### src/rtl/svpa_pkg.sv
// ----------------------------------------------------------------------------
// svpa_pkg
// Shared types and constants for the synth voice pool allocator.
// ----------------------------------------------------------------------------
package svpa_pkg;

   localparam int VOICE_COUNT  = 8;
   localparam int VIDX_W       = (VOICE_COUNT > 1) ? $clog2(VOICE_COUNT) : 1;
   localparam int REPORT_LIMIT = 8;
   localparam int REPORT_COUNT = (VOICE_COUNT < REPORT_LIMIT) ? VOICE_COUNT : REPORT_LIMIT;

   localparam int KIND_W      = 2;
   localparam int FREQ_W      = 15;
   localparam int ENV_W       = 16;
   localparam int COEF_W      = 16;
   localparam int CSR_INDEX_W = 2;

   localparam logic [ENV_W-1:0]  ENV_FREE_LIMIT = 16'd66;
   localparam logic [ENV_W-1:0]  ENV_DEAD_LIMIT = 16'd7;
   localparam logic [ENV_W-1:0]  ENV_MAX        = 16'hFFFF;
   localparam logic [COEF_W-1:0] ATTACK_RESET   = 16'd64200;
   localparam logic [COEF_W-1:0] RELEASE_RESET  = 16'd65400;

   typedef enum logic [KIND_W-1:0] {
      KIND_FRAME_BEGIN = 2'd0,
      KIND_NOTE        = 2'd1,
      KIND_FRAME_END   = 2'd2,
      KIND_TICK        = 2'd3
   } kind_type;

   typedef enum logic [CSR_INDEX_W-1:0] {
      CSR_ATTACK  = 2'd0,
      CSR_RELEASE = 2'd1
   } csr_index_type;

   typedef enum logic [1:0] {
      ST_IDLE,
      ST_SCAN,
      ST_LAST,
      ST_NOTE_WR
   } state_type;

   typedef struct packed {
      logic [FREQ_W-1:0] freq;
      logic [ENV_W-1:0]  env;
      logic              gate;
   } voice_type;

endpackage

### src/rtl/synth_voice_pool_allocator.sv
// ----------------------------------------------------------------------------
// synth_voice_pool_allocator
// Voice pool with note allocation, voice stealing and envelope ramping.
// ----------------------------------------------------------------------------
// An item is taken on start while busy is low: req_kind selects frame_begin,
// note, frame_end or tick, req_note_freq carries the note frequency.
// Every item makes one pass over the voice memory: one entry is read per
// cycle and the previous entry is modified and written back in the same
// cycle. A note adds a step after the pass to write the chosen voice.
// frame_begin, frame_end and tick keep busy high for the pass, a note
// for the pass and that write; a note of frequency zero is answered in
// the cycle after the transfer and busy stays low.
// Results come out on rsp_* for one cycle each, marked by rsp_strobe; a tick
// gives one result per voice as its entry is written back, rsp_last on the
// final one. The receiver cannot stall the block.
// csr_we writes the attack or release coefficient; writes are expected only
// while busy is low and no result is pending.
// Reset clears all control state and marks every voice entry as unwritten,
// which reads as zero frequency, zero envelope and clear gate.
// ----------------------------------------------------------------------------
module synth_voice_pool_allocator
   import svpa_pkg::*;
(
   input  logic                   clock,
   input  logic                   reset,
   input  logic                   start,
   output logic                   busy,
   input  logic [KIND_W-1:0]      req_kind,
   input  logic [FREQ_W-1:0]      req_note_freq,
   output logic                   rsp_strobe,
   output logic [2:0]             rsp_voice_index,
   output logic                   rsp_assigned,
   output logic                   rsp_restart_phase,
   output logic                   rsp_gate_out,
   output logic [ENV_W-1:0]       rsp_env_out,
   output logic [FREQ_W-1:0]      rsp_freq_out,
   output logic                   rsp_last,
   input  logic                   csr_we,
   input  logic [CSR_INDEX_W-1:0] csr_index,
   input  logic [COEF_W-1:0]      csr_data
);

   state_type state_ff, state_in;

   logic [COEF_W-1:0] attack_ff, release_ff;

   kind_type          kind_ff, kind_in;
   logic [FREQ_W-1:0] note_ff, note_in;

   logic [VIDX_W-1:0] idx_ff, idx_in;
   logic              pvalid_ff, pvalid_in;
   logic [VIDX_W-1:0] paddr_ff;

   // voice memory and per-entry written flags
   voice_type                voice_mem [VOICE_COUNT];
   voice_type                rd_q_ff;
   logic                     rd_valid_ff;
   logic [VOICE_COUNT-1:0]   valid_ff;
   logic                     rd_en;
   logic [VIDX_W-1:0]        rd_addr;
   logic                     mem_we;
   logic [VIDX_W-1:0]        mem_wa;
   voice_type                mem_wd;

   // note search results
   logic              match_found_ff, match_found_in;
   logic [VIDX_W-1:0] match_idx_ff, match_idx_in;
   logic [ENV_W-1:0]  match_env_ff, match_env_in;
   logic              free_found_ff, free_found_in;
   logic [VIDX_W-1:0] free_idx_ff, free_idx_in;
   logic [ENV_W-1:0]  free_env_ff, free_env_in;
   logic [VIDX_W-1:0] low_idx_ff, low_idx_in;
   logic [ENV_W-1:0]  low_env_ff, low_env_in;

   // result registers
   logic              rsp_strobe_ff, rsp_strobe_in;
   logic [2:0]        rsp_idx_ff, rsp_idx_in;
   logic              rsp_asg_ff, rsp_asg_in;
   logic              rsp_rst_ff, rsp_rst_in;
   logic              rsp_gate_ff, rsp_gate_in;
   logic [ENV_W-1:0]  rsp_env_ff, rsp_env_in;
   logic [FREQ_W-1:0] rsp_freq_ff, rsp_freq_in;
   logic              rsp_last_ff, rsp_last_in;

   logic              accept;
   logic              zero_note;

   voice_type         cur;
   logic              first;
   logic              active;
   logic [COEF_W-1:0] coef;
   logic [31:0]       prod;
   logic [ENV_W:0]    attack_sum;
   logic [ENV_W-1:0]  ramped;
   logic [FREQ_W-1:0] freq_diff;
   logic [21:0]       diff_x100;
   logic [21:0]       freq_x3;
   logic              near_hit;
   logic              free_hit;
   logic              report;

   logic [VIDX_W-1:0] pick_idx;
   logic [ENV_W-1:0]  pick_env;

   assign accept    = start && (state_ff == ST_IDLE);
   assign zero_note = (req_kind == KIND_NOTE) && (req_note_freq == '0);

   // next state
   always_comb begin
      state_in = state_ff;
      unique case (state_ff)
         ST_IDLE: begin
            if (accept && !zero_note) begin
               state_in = ST_SCAN;
            end
         end
         ST_SCAN: begin
            if (idx_ff == VIDX_W'(VOICE_COUNT - 1)) begin
               state_in = ST_LAST;
            end
         end
         ST_LAST: begin
            state_in = (kind_ff == KIND_NOTE) ? ST_NOTE_WR : ST_IDLE;
         end
         ST_NOTE_WR: begin
            state_in = ST_IDLE;
         end
         default: begin
            state_in = ST_IDLE;
         end
      endcase
   end

   // sequencer outputs
   always_comb begin
      busy      = (state_ff != ST_IDLE);
      rd_en     = (state_ff == ST_SCAN);
      rd_addr   = idx_ff;
      pvalid_in = (state_ff == ST_SCAN);
      idx_in    = idx_ff;
      kind_in   = kind_ff;
      note_in   = note_ff;
      unique case (state_ff)
         ST_IDLE: begin
            idx_in = '0;
            if (accept) begin
               kind_in = kind_type'(req_kind);
               note_in = req_note_freq;
            end
         end
         ST_SCAN: begin
            if (idx_ff != VIDX_W'(VOICE_COUNT - 1)) begin
               idx_in = idx_ff + 1'b1;
            end
         end
         default: begin
            idx_in = '0;
         end
      endcase
   end

   // envelope ramp and note match for the entry read in the previous cycle
   always_comb begin
      cur        = rd_valid_ff ? rd_q_ff : '0;
      first      = (paddr_ff == '0);
      active     = !((cur.env < ENV_DEAD_LIMIT) && !cur.gate);
      coef       = cur.gate ? attack_ff : release_ff;
      prod       = 32'(coef) * 32'(cur.env);
      attack_sum = (ENV_W+1)'(prod[31:16]) + ((ENV_W+1)'(17'h10000) - (ENV_W+1)'(coef));
      if (cur.gate) begin
         ramped = attack_sum[ENV_W] ? ENV_MAX : attack_sum[ENV_W-1:0];
      end else begin
         ramped = prod[31:16];
      end
      freq_diff = (cur.freq > note_ff) ? (cur.freq - note_ff) : (note_ff - cur.freq);
      diff_x100 = 22'(freq_diff) * 22'd100;
      freq_x3   = 22'(note_ff) * 22'd3;
      near_hit  = (cur.freq != '0) && (diff_x100 < freq_x3);
      free_hit  = (cur.env < ENV_FREE_LIMIT) && !cur.gate;
      report    = ({1'b0, paddr_ff} < (VIDX_W+1)'(REPORT_COUNT));
   end

   // chosen voice for a note: near match, else free, else quietest
   always_comb begin
      priority if (match_found_ff) begin
         pick_idx = match_idx_ff;
         pick_env = match_env_ff;
      end else if (free_found_ff) begin
         pick_idx = free_idx_ff;
         pick_env = free_env_ff;
      end else begin
         pick_idx = low_idx_ff;
         pick_env = low_env_ff;
      end
   end

   // write-back, search update and results
   always_comb begin
      mem_we         = 1'b0;
      mem_wa         = paddr_ff;
      mem_wd         = cur;
      match_found_in = match_found_ff;
      match_idx_in   = match_idx_ff;
      match_env_in   = match_env_ff;
      free_found_in  = free_found_ff;
      free_idx_in    = free_idx_ff;
      free_env_in    = free_env_ff;
      low_idx_in     = low_idx_ff;
      low_env_in     = low_env_ff;
      rsp_strobe_in  = 1'b0;
      rsp_idx_in     = '0;
      rsp_asg_in     = 1'b0;
      rsp_rst_in     = 1'b0;
      rsp_gate_in    = 1'b0;
      rsp_env_in     = '0;
      rsp_freq_in    = '0;
      rsp_last_in    = 1'b0;

      if (accept && zero_note) begin
         rsp_strobe_in = 1'b1;
         rsp_last_in   = 1'b1;
      end

      if (pvalid_ff) begin
         unique case (kind_ff)
            KIND_FRAME_BEGIN: begin
               mem_we      = 1'b1;
               mem_wd.gate = 1'b0;
            end
            KIND_FRAME_END: begin
               mem_we = 1'b1;
               if (!cur.gate && (cur.env < ENV_DEAD_LIMIT)) begin
                  mem_wd.freq = '0;
               end
            end
            KIND_TICK: begin
               mem_we = 1'b1;
               if (active) begin
                  mem_wd.env = ramped;
               end
               rsp_strobe_in = report;
               rsp_idx_in    = 3'(paddr_ff);
               rsp_gate_in   = mem_wd.gate;
               rsp_env_in    = mem_wd.env;
               rsp_freq_in   = mem_wd.freq;
               rsp_last_in   = (paddr_ff == VIDX_W'(REPORT_COUNT - 1));
            end
            KIND_NOTE: begin
               if (first) begin
                  match_found_in = 1'b0;
                  free_found_in  = 1'b0;
               end
               if (near_hit && (first || !match_found_ff)) begin
                  match_found_in = 1'b1;
                  match_idx_in   = paddr_ff;
                  match_env_in   = cur.env;
               end
               if (free_hit && (first || !free_found_ff)) begin
                  free_found_in = 1'b1;
                  free_idx_in   = paddr_ff;
                  free_env_in   = cur.env;
               end
               if (first || (cur.env < low_env_ff)) begin
                  low_idx_in = paddr_ff;
                  low_env_in = cur.env;
               end
            end
            default: begin
               mem_we = 1'b0;
            end
         endcase
      end

      if (state_ff == ST_NOTE_WR) begin
         mem_we        = 1'b1;
         mem_wa        = pick_idx;
         mem_wd.freq   = note_ff;
         mem_wd.env    = pick_env;
         mem_wd.gate   = 1'b1;
         rsp_strobe_in = 1'b1;
         rsp_idx_in    = 3'(pick_idx);
         rsp_asg_in    = 1'b1;
         rsp_rst_in    = (pick_env < ENV_FREE_LIMIT);
         rsp_gate_in   = 1'b1;
         rsp_env_in    = pick_env;
         rsp_freq_in   = note_ff;
         rsp_last_in   = 1'b1;
      end
   end

   // control registers
   always_ff @(posedge clock) begin
      if (reset) begin
         state_ff      <= ST_IDLE;
         idx_ff        <= '0;
         pvalid_ff     <= 1'b0;
         valid_ff      <= '0;
         rsp_strobe_ff <= 1'b0;
         attack_ff     <= ATTACK_RESET;
         release_ff    <= RELEASE_RESET;
      end else begin
         state_ff      <= state_in;
         idx_ff        <= idx_in;
         pvalid_ff     <= pvalid_in;
         rsp_strobe_ff <= rsp_strobe_in;
         if (mem_we) begin
            valid_ff[mem_wa] <= 1'b1;
         end
         if (csr_we) begin
            if (csr_index == CSR_ATTACK) begin
               attack_ff <= csr_data;
            end else if (csr_index == CSR_RELEASE) begin
               release_ff <= csr_data;
            end
         end
      end
   end

   // payload registers
   always_ff @(posedge clock) begin
      kind_ff        <= kind_in;
      note_ff        <= note_in;
      paddr_ff       <= rd_addr;
      match_found_ff <= match_found_in;
      match_idx_ff   <= match_idx_in;
      match_env_ff   <= match_env_in;
      free_found_ff  <= free_found_in;
      free_idx_ff    <= free_idx_in;
      free_env_ff    <= free_env_in;
      low_idx_ff     <= low_idx_in;
      low_env_ff     <= low_env_in;
      rsp_idx_ff     <= rsp_idx_in;
      rsp_asg_ff     <= rsp_asg_in;
      rsp_rst_ff     <= rsp_rst_in;
      rsp_gate_ff    <= rsp_gate_in;
      rsp_env_ff     <= rsp_env_in;
      rsp_freq_ff    <= rsp_freq_in;
      rsp_last_ff    <= rsp_last_in;
   end

   // voice memory, registered read
   always_ff @(posedge clock) begin
      if (mem_we) begin
         voice_mem[mem_wa] <= mem_wd;
      end
      if (rd_en) begin
         rd_q_ff     <= voice_mem[rd_addr];
         rd_valid_ff <= valid_ff[rd_addr];
      end
   end

   assign rsp_strobe        = rsp_strobe_ff;
   assign rsp_voice_index   = rsp_idx_ff;
   assign rsp_assigned      = rsp_asg_ff;
   assign rsp_restart_phase = rsp_rst_ff;
   assign rsp_gate_out      = rsp_gate_ff;
   assign rsp_env_out       = rsp_env_ff;
   assign rsp_freq_out      = rsp_freq_ff;
   assign rsp_last          = rsp_last_ff;

   // the read of one entry never meets the write-back of the same entry
   a_no_rw_collision: assert property (@(posedge clock) disable iff (reset)
      (mem_we && rd_en) |-> (mem_wa != rd_addr))
      else $error("voice memory read and write hit the same entry");

   // a note write-back always gates the chosen voice and reports it
   a_note_write: assert property (@(posedge clock) disable iff (reset)
      (state_ff == ST_NOTE_WR) |=> (rsp_strobe && rsp_assigned && rsp_gate_out && rsp_last))
      else $error("note write without matching result");

   // assigned results belong to a note write-back only
   a_assigned_src: assert property (@(posedge clock) disable iff (reset)
      rsp_assigned |-> $past(state_ff == ST_NOTE_WR))
      else $error("assigned result outside note write-back");

   // a pass that started always reaches its final entry
   a_scan_end: assert property (@(posedge clock) disable iff (reset)
      (state_ff == ST_LAST) |-> (pvalid_ff && (paddr_ff == VIDX_W'(VOICE_COUNT - 1))))
      else $error("pass ended before the last voice");

   // a tick's final result carries the last reported voice
   a_tick_last: assert property (@(posedge clock) disable iff (reset)
      (rsp_last && !rsp_assigned && (rsp_voice_index != '0 || REPORT_COUNT == 1))
      |-> (rsp_voice_index == 3'(REPORT_COUNT - 1)))
      else $error("tick last flag on the wrong voice");

endmodule

### config.mk
export PLATFORM = sky130hd
export DESIGN_NAME = synth_voice_pool_allocator
export DESIGN_NICKNAME = d
export VERILOG_FILES = /design/src/rtl/svpa_pkg.sv /design/src/rtl/synth_voice_pool_allocator.sv
export SDC_FILE = /design/constraint.sdc
export NUM_CORES = 1
export LEC_CHECK = 0
export CAP_MARGIN = 5
export CORE_ASPECT_RATIO = 0.5
export CORE_MARGIN = 3
export CORE_UTILIZATION = 38
export DETAILED_ROUTE_END_ITERATION = 7
export DONT_BUFFER_PORTS = 1
export MAX_ROUTING_LAYER = met4
export REMOVE_ABC_BUFFERS = 1
export SLEW_MARGIN = 20
export SYNTH_ARGS = -nofsm -noshare
export SYNTH_HDL_FRONTEND = slang
export SYNTH_SLANG_ARGS = --single-unit
### constraint.sdc
create_clock -name clock -period 20.4 [get_ports clock]
set_input_delay 3.06 -clock clock [delete_from_list [all_inputs] [get_ports clock]]
set_output_delay 3.06 -clock clock [all_outputs]
set_load 0.01 [all_outputs]
Word-level counts from Yosys, hierarchy flattened
Memory sizes are Yosys's and may differ from the RTL's. A register that Yosys moved wholly into a read port is not among the register bits.
Cells that the tools add are included.
Widths: inputs -> output; s select.
Word-level totals
  bits in writable memories: 256
  output and inout port bits: 40
  logic and storage cells: 146
  bits in registers: 165
  memories: 1
  bits of input ports: 39
Memory list
  voice_mem: depth 8, bits a word 32, read ports 1, clocked after memory_dff 1, write ports 1, RTL line synth_voice_pool_allocator.sv:55  | voice_type voice_mem [VOICE_COUNT];
Cells by class
  eq/ne operators: 13
  $add $sub $neg: 5
  reductions and logical operators: 37
  muxes and demuxes: 49
  $mul: 3
  $lt $le $gt $ge: 9
  bitwise operators: 3
Operator list (number)
  $mux 16: 10
  $mux 32: 3
  $mux 15: 6
  $lt 16x7->1 const B: 2
  $mul 16x16->32: 1
  $sub 15x15->15: 2
  $lt 22x17->1: 1
  $mul 15x5->20 const B: 1
  $mux 1: 18
  $mux 3: 6
  $reduce_and 3->1: 6
  $add 16x17->17: 1
  $mul 15x2->17 const B: 1
  $sub 17x16->17 const A: 1
  $lt 16x16->1: 1
  $lt 16x3->1 const B: 1
  $gt 15x15->1: 1
  $logic_not 15->1: 1
  $reduce_bool 15->1: 1
  $logic_and 1x1->1: 10
  $eq 2x1->1 const B: 4
  $eq 2x2->1 const B: 4
  $lt 3x4->1 const B: 2
  $or 8x8->8: 1
  18 further kinds: 34

Longest topological paths before layout
  depth after elaboration: 10
  depth in mapped cells: 40
  gate-level depth less buffers: 37

Worst setup path before layout
OpenSTA, ideal clock, no wires.
  path type: register -> register
  from: register rd_valid_ff
  to: memory voice_mem[0][11] (netlist name), data pin
  stages on the path, launching flop included: 38
  path buffers: 5
  data arrival time: 8.995 ns
  library setup time: 0.294 ns
  slack: 11.111 ns
  cells stage by stage: edfxtp_1 > buf_6 > nand2_1 > clkbuf_1 > clkbuf_1 > nand2_1 > nand2_1 > clkbuf_1 > nand2_1 > fa_1 > inv_1 > fa_1 > inv_1 > fa_1 > inv_1 > fa_1 > fa_1 > inv_1 > (+2 left out) > ha_1 > a21oi_1 > o21ai_0 > a41o_2 > o211ai_1 > a211oi_2 > o311a_2 > o311a_4 > nor3_2 > xnor2_1 > ha_1 > or2_2 > a211oi_1 > nor2_1 > clkbuf_1 > o221ai_1 > o21ai_0 > o21bai_1
RTL lines
  start, declared: RTL line synth_voice_pool_allocator.sv:57  | logic rd_valid_ff;
  start signal, assigned: RTL line synth_voice_pool_allocator.sv:348  | rd_valid_ff <= valid_ff[rd_addr];
  end, declared: RTL line synth_voice_pool_allocator.sv:55

==> run metrics <==
Clock Skew 0.02979 ns; Nets 3,135; Final Hold Viols 0; Async SR Flop Fraction 0%; first-pass GRT wire length 122.7 mm; Min Hold Slack 0.4521 ns; Chip Width 402.9 microns; DRT Wirelength 80.37 mm; Post-synth top flop edfxtp_1; Design Power 4491 uW; min-delay worst type reg -> reg; CP delay by family, top adder cells; grt ovf 0; routed len/inst 21.60 microns; Rel. slew slack 23.95%; # port buffers 0; Synth cell types 77; largest net degree at the start of global routing 53; DR vias/cell 5.337; Worst Tran Pin Value 1.129 ns; Clock Tree Root clkbuf_16; launching element type of the critical path flip-flop; row cnt 72; Die Y 204.5 microns; CP required 20.63 ns; PwrDens 137.2 nW/um^2; FF-to-FF path depth 34; initial drt markers 1,606; fmax 0.08973 GHz; number of synthesized register bits 453; critical path's largest stage delay 0.72 ns; area delta synth->final 9.341%; worst-path fanout max 38; WP buf/inv 6; largest cells by area after synthesis edfxtp_1 37%, fa_1 14%, ha_1 10%; Period minus WS final 11.14 ns; flop2flop setup slack 9.26 ns; clock power share 19.0%; post-DP HPWL 58.27 mm; area leader, netlist edfxtp_1; Final Wtd Congestion 0.9297; sequential power share 23.1%; sequential share of the synthesized area 42.50%; Total GRT Usage 20.11%; initial antenna violation count 0; RSZ-0062 raised after global routing no; Synth Area per Inst 11.23 sq um; Layout fillers 7,332; Final Max Tran Viols 0; period utilization 54.63%; logic gate share of total power 57.8%; Crit Path Category reg -> reg; vias in the first global route 20,261; layout cells sized above 1 9.057%; Crit-path slowest cell nand2_1; Core Region 77,650 sq um; worst-skew pair later-pin latency 0.59 ns; Yosys top cell area share 36.61%; Clock Sinks 453; crit end category flip-flop; Area after DPL 31,180 sq um; # hold bufs at CTS 0; Final Setup Violations 0; Worst VDD drop 0.0001922 V; H-tree depth 2; Hold Path Depth 2; final setup TNS 0 ns; synthesized netlist cell count 2,666; Initial Utilization 38.55%; Internal Power 2580 uW; switching part of the total 42.56%; cell area after layout 32,730 sq um; Arr. time, crit path 11.37 ns; run status finished clean; Resize count post-CTS 0; Leak 0.01366 uW; post-synthesis cell area 29,940 sq um; full die area 82,390 sq um; Max Cap Viol 0; vias post-DR 19,854; Switch Pwr 1911 uW; TritonCTS clock tree yes; postcts setup bufs 0; synth warn 0; Crit path top cell by count fa_1; Antenna Nets Post-Route 0; CTS buffer count 44; Critical Path Stages 34; # IOs 79; number of synthesized flops with an enable pin 365; clock buffer depth 3; clock transition at the registers of the reported paths 0.06 ns; DRT Pass-1 Iters 5; DR DRC count 0
==> layout by cell type (no fill, tap or decap), types with 13 or more instances in the layout <==
cell type,count
nand3b_1,24
dfxtp_1,85
xor2_1,23
nand3_1,13
clkbuf_16,46
buf_4,27
ha_1,242
nand2_1,371
nand2b_1,19
o21ai_0,90
fa_1,207
a21o_1,29
nor3_1,21
o21bai_1,26
edfxtp_1,365
inv_1,373
nand4_1,14
mux2i_1,28
mux4_2,66
a21oi_1,110
o221ai_1,17
mux2_2,34
xnor2_1,42
nor2b_1,14
nor2_1,190
==> power by group through the flow <==
stage               combinational, uW  sequential (uW)  clock [uW]
detailed placement               2550             1060           0
global placement                 2560             1060           0
CTS                              2570             1040         874
global route                     2940             1040         908
finish                           2600             1040         854
floorplan                        1930             1060           0
==> Yosys cell counts (42+ instances only) <==
master / number
a21oi_1: 110
dfxtp_1: 88
inv_1: 373
xnor2_1: 42
clkbuf_1: 71
nor2_1: 200
edfxtp_1: 365
mux4_2: 66
o21ai_0: 90
ha_1: 242
fa_1: 207
nand2_1: 371
==> stage by stage <==
| step | std cells | utilization [%] | setup slack, ns |
|---|---|---|---|
| 4_1_cts | 3719 | 42.14 | 9.387 |
| 2_1_floorplan | 2574 | - | 10.97 |
| 5_1_grt | 3719 | 42.15 | 8.566 |
| 3_5_place_dp | 3637 | 40.15 | 9.419 |
| 6_report | 3720 | 42.15 | 9.256 |
| 3_3_place_gp | 3637 | 40.14 | 9.597 |
==> tightest hold or removal path: stages (launching register included) <==
cell	delay, ns
dfxtp_1	0.31
nand2_1	0.05
a21oi_1	0.05
==> layout make-up <==
| cell class | instances | area (sq um) | area share [%] |
|---|---|---|---|
| inverters | 383 | 1438 | 4.392 |
| flip-flops and latches | 453 | 12730 | 38.88 |
| clock buffers | 56 | 1259 | 3.845 |
| well taps | 1036 | 1296 | 3.960 |
| repair buffers | 27 | 202.7 | 0.6192 |
| clock inverters | 26 | 285.3 | 0.8715 |
| multi-input cells | 1738 | 15520 | 47.42 |
| diodes | 1 | 2.502 | 0.007645 |
==> path summary, 6_finish.rpt <==
kind	startpoint	endpoint
setup / recovery	rd_valid_ff	voice_mem[4][8]
hold / removal	release_ff[7]	release_ff[7]
setup reg to reg	rd_valid_ff	voice_mem[4][8]
hold reg to reg	release_ff[7]	release_ff[7]
==> cell families after synthesis <==
kind of cell,share of synthesized area [%]
DFF,42.50
buffers and inverters,5.997
and+or+nand+nor,10.67
adders and majority gates,23.96
muxes,7.180
xor gates and xnor gates,1.902
AOI/OAI and AO/OA,7.803
==> state kept, by name, indices dropped and copies added (netlist names), 8 cells and up <==
register	cells
valid_ff	8
free_env_ff	16
rd_q_ff	32
note_ff	15
rsp_env_out	16
match_env_ff	16
rsp_freq_out	15
low_env_ff	16
attack_ff	16
release_ff	16
voice_mem	256
==> routing by layer <==
layer | GRT usage, % | share of wire (%) | vias up
li1 | - | - | 9086
met1 | 26.90 | 44 | 10034
met2 | 32.12 | 47 | 614
met3 | 2.783 | 6.0 | 120
met4 | 5.885 | 2.9 | 0
met5 | - | 0 | -
Note: power is estimated with default switching activity, not from simulation.
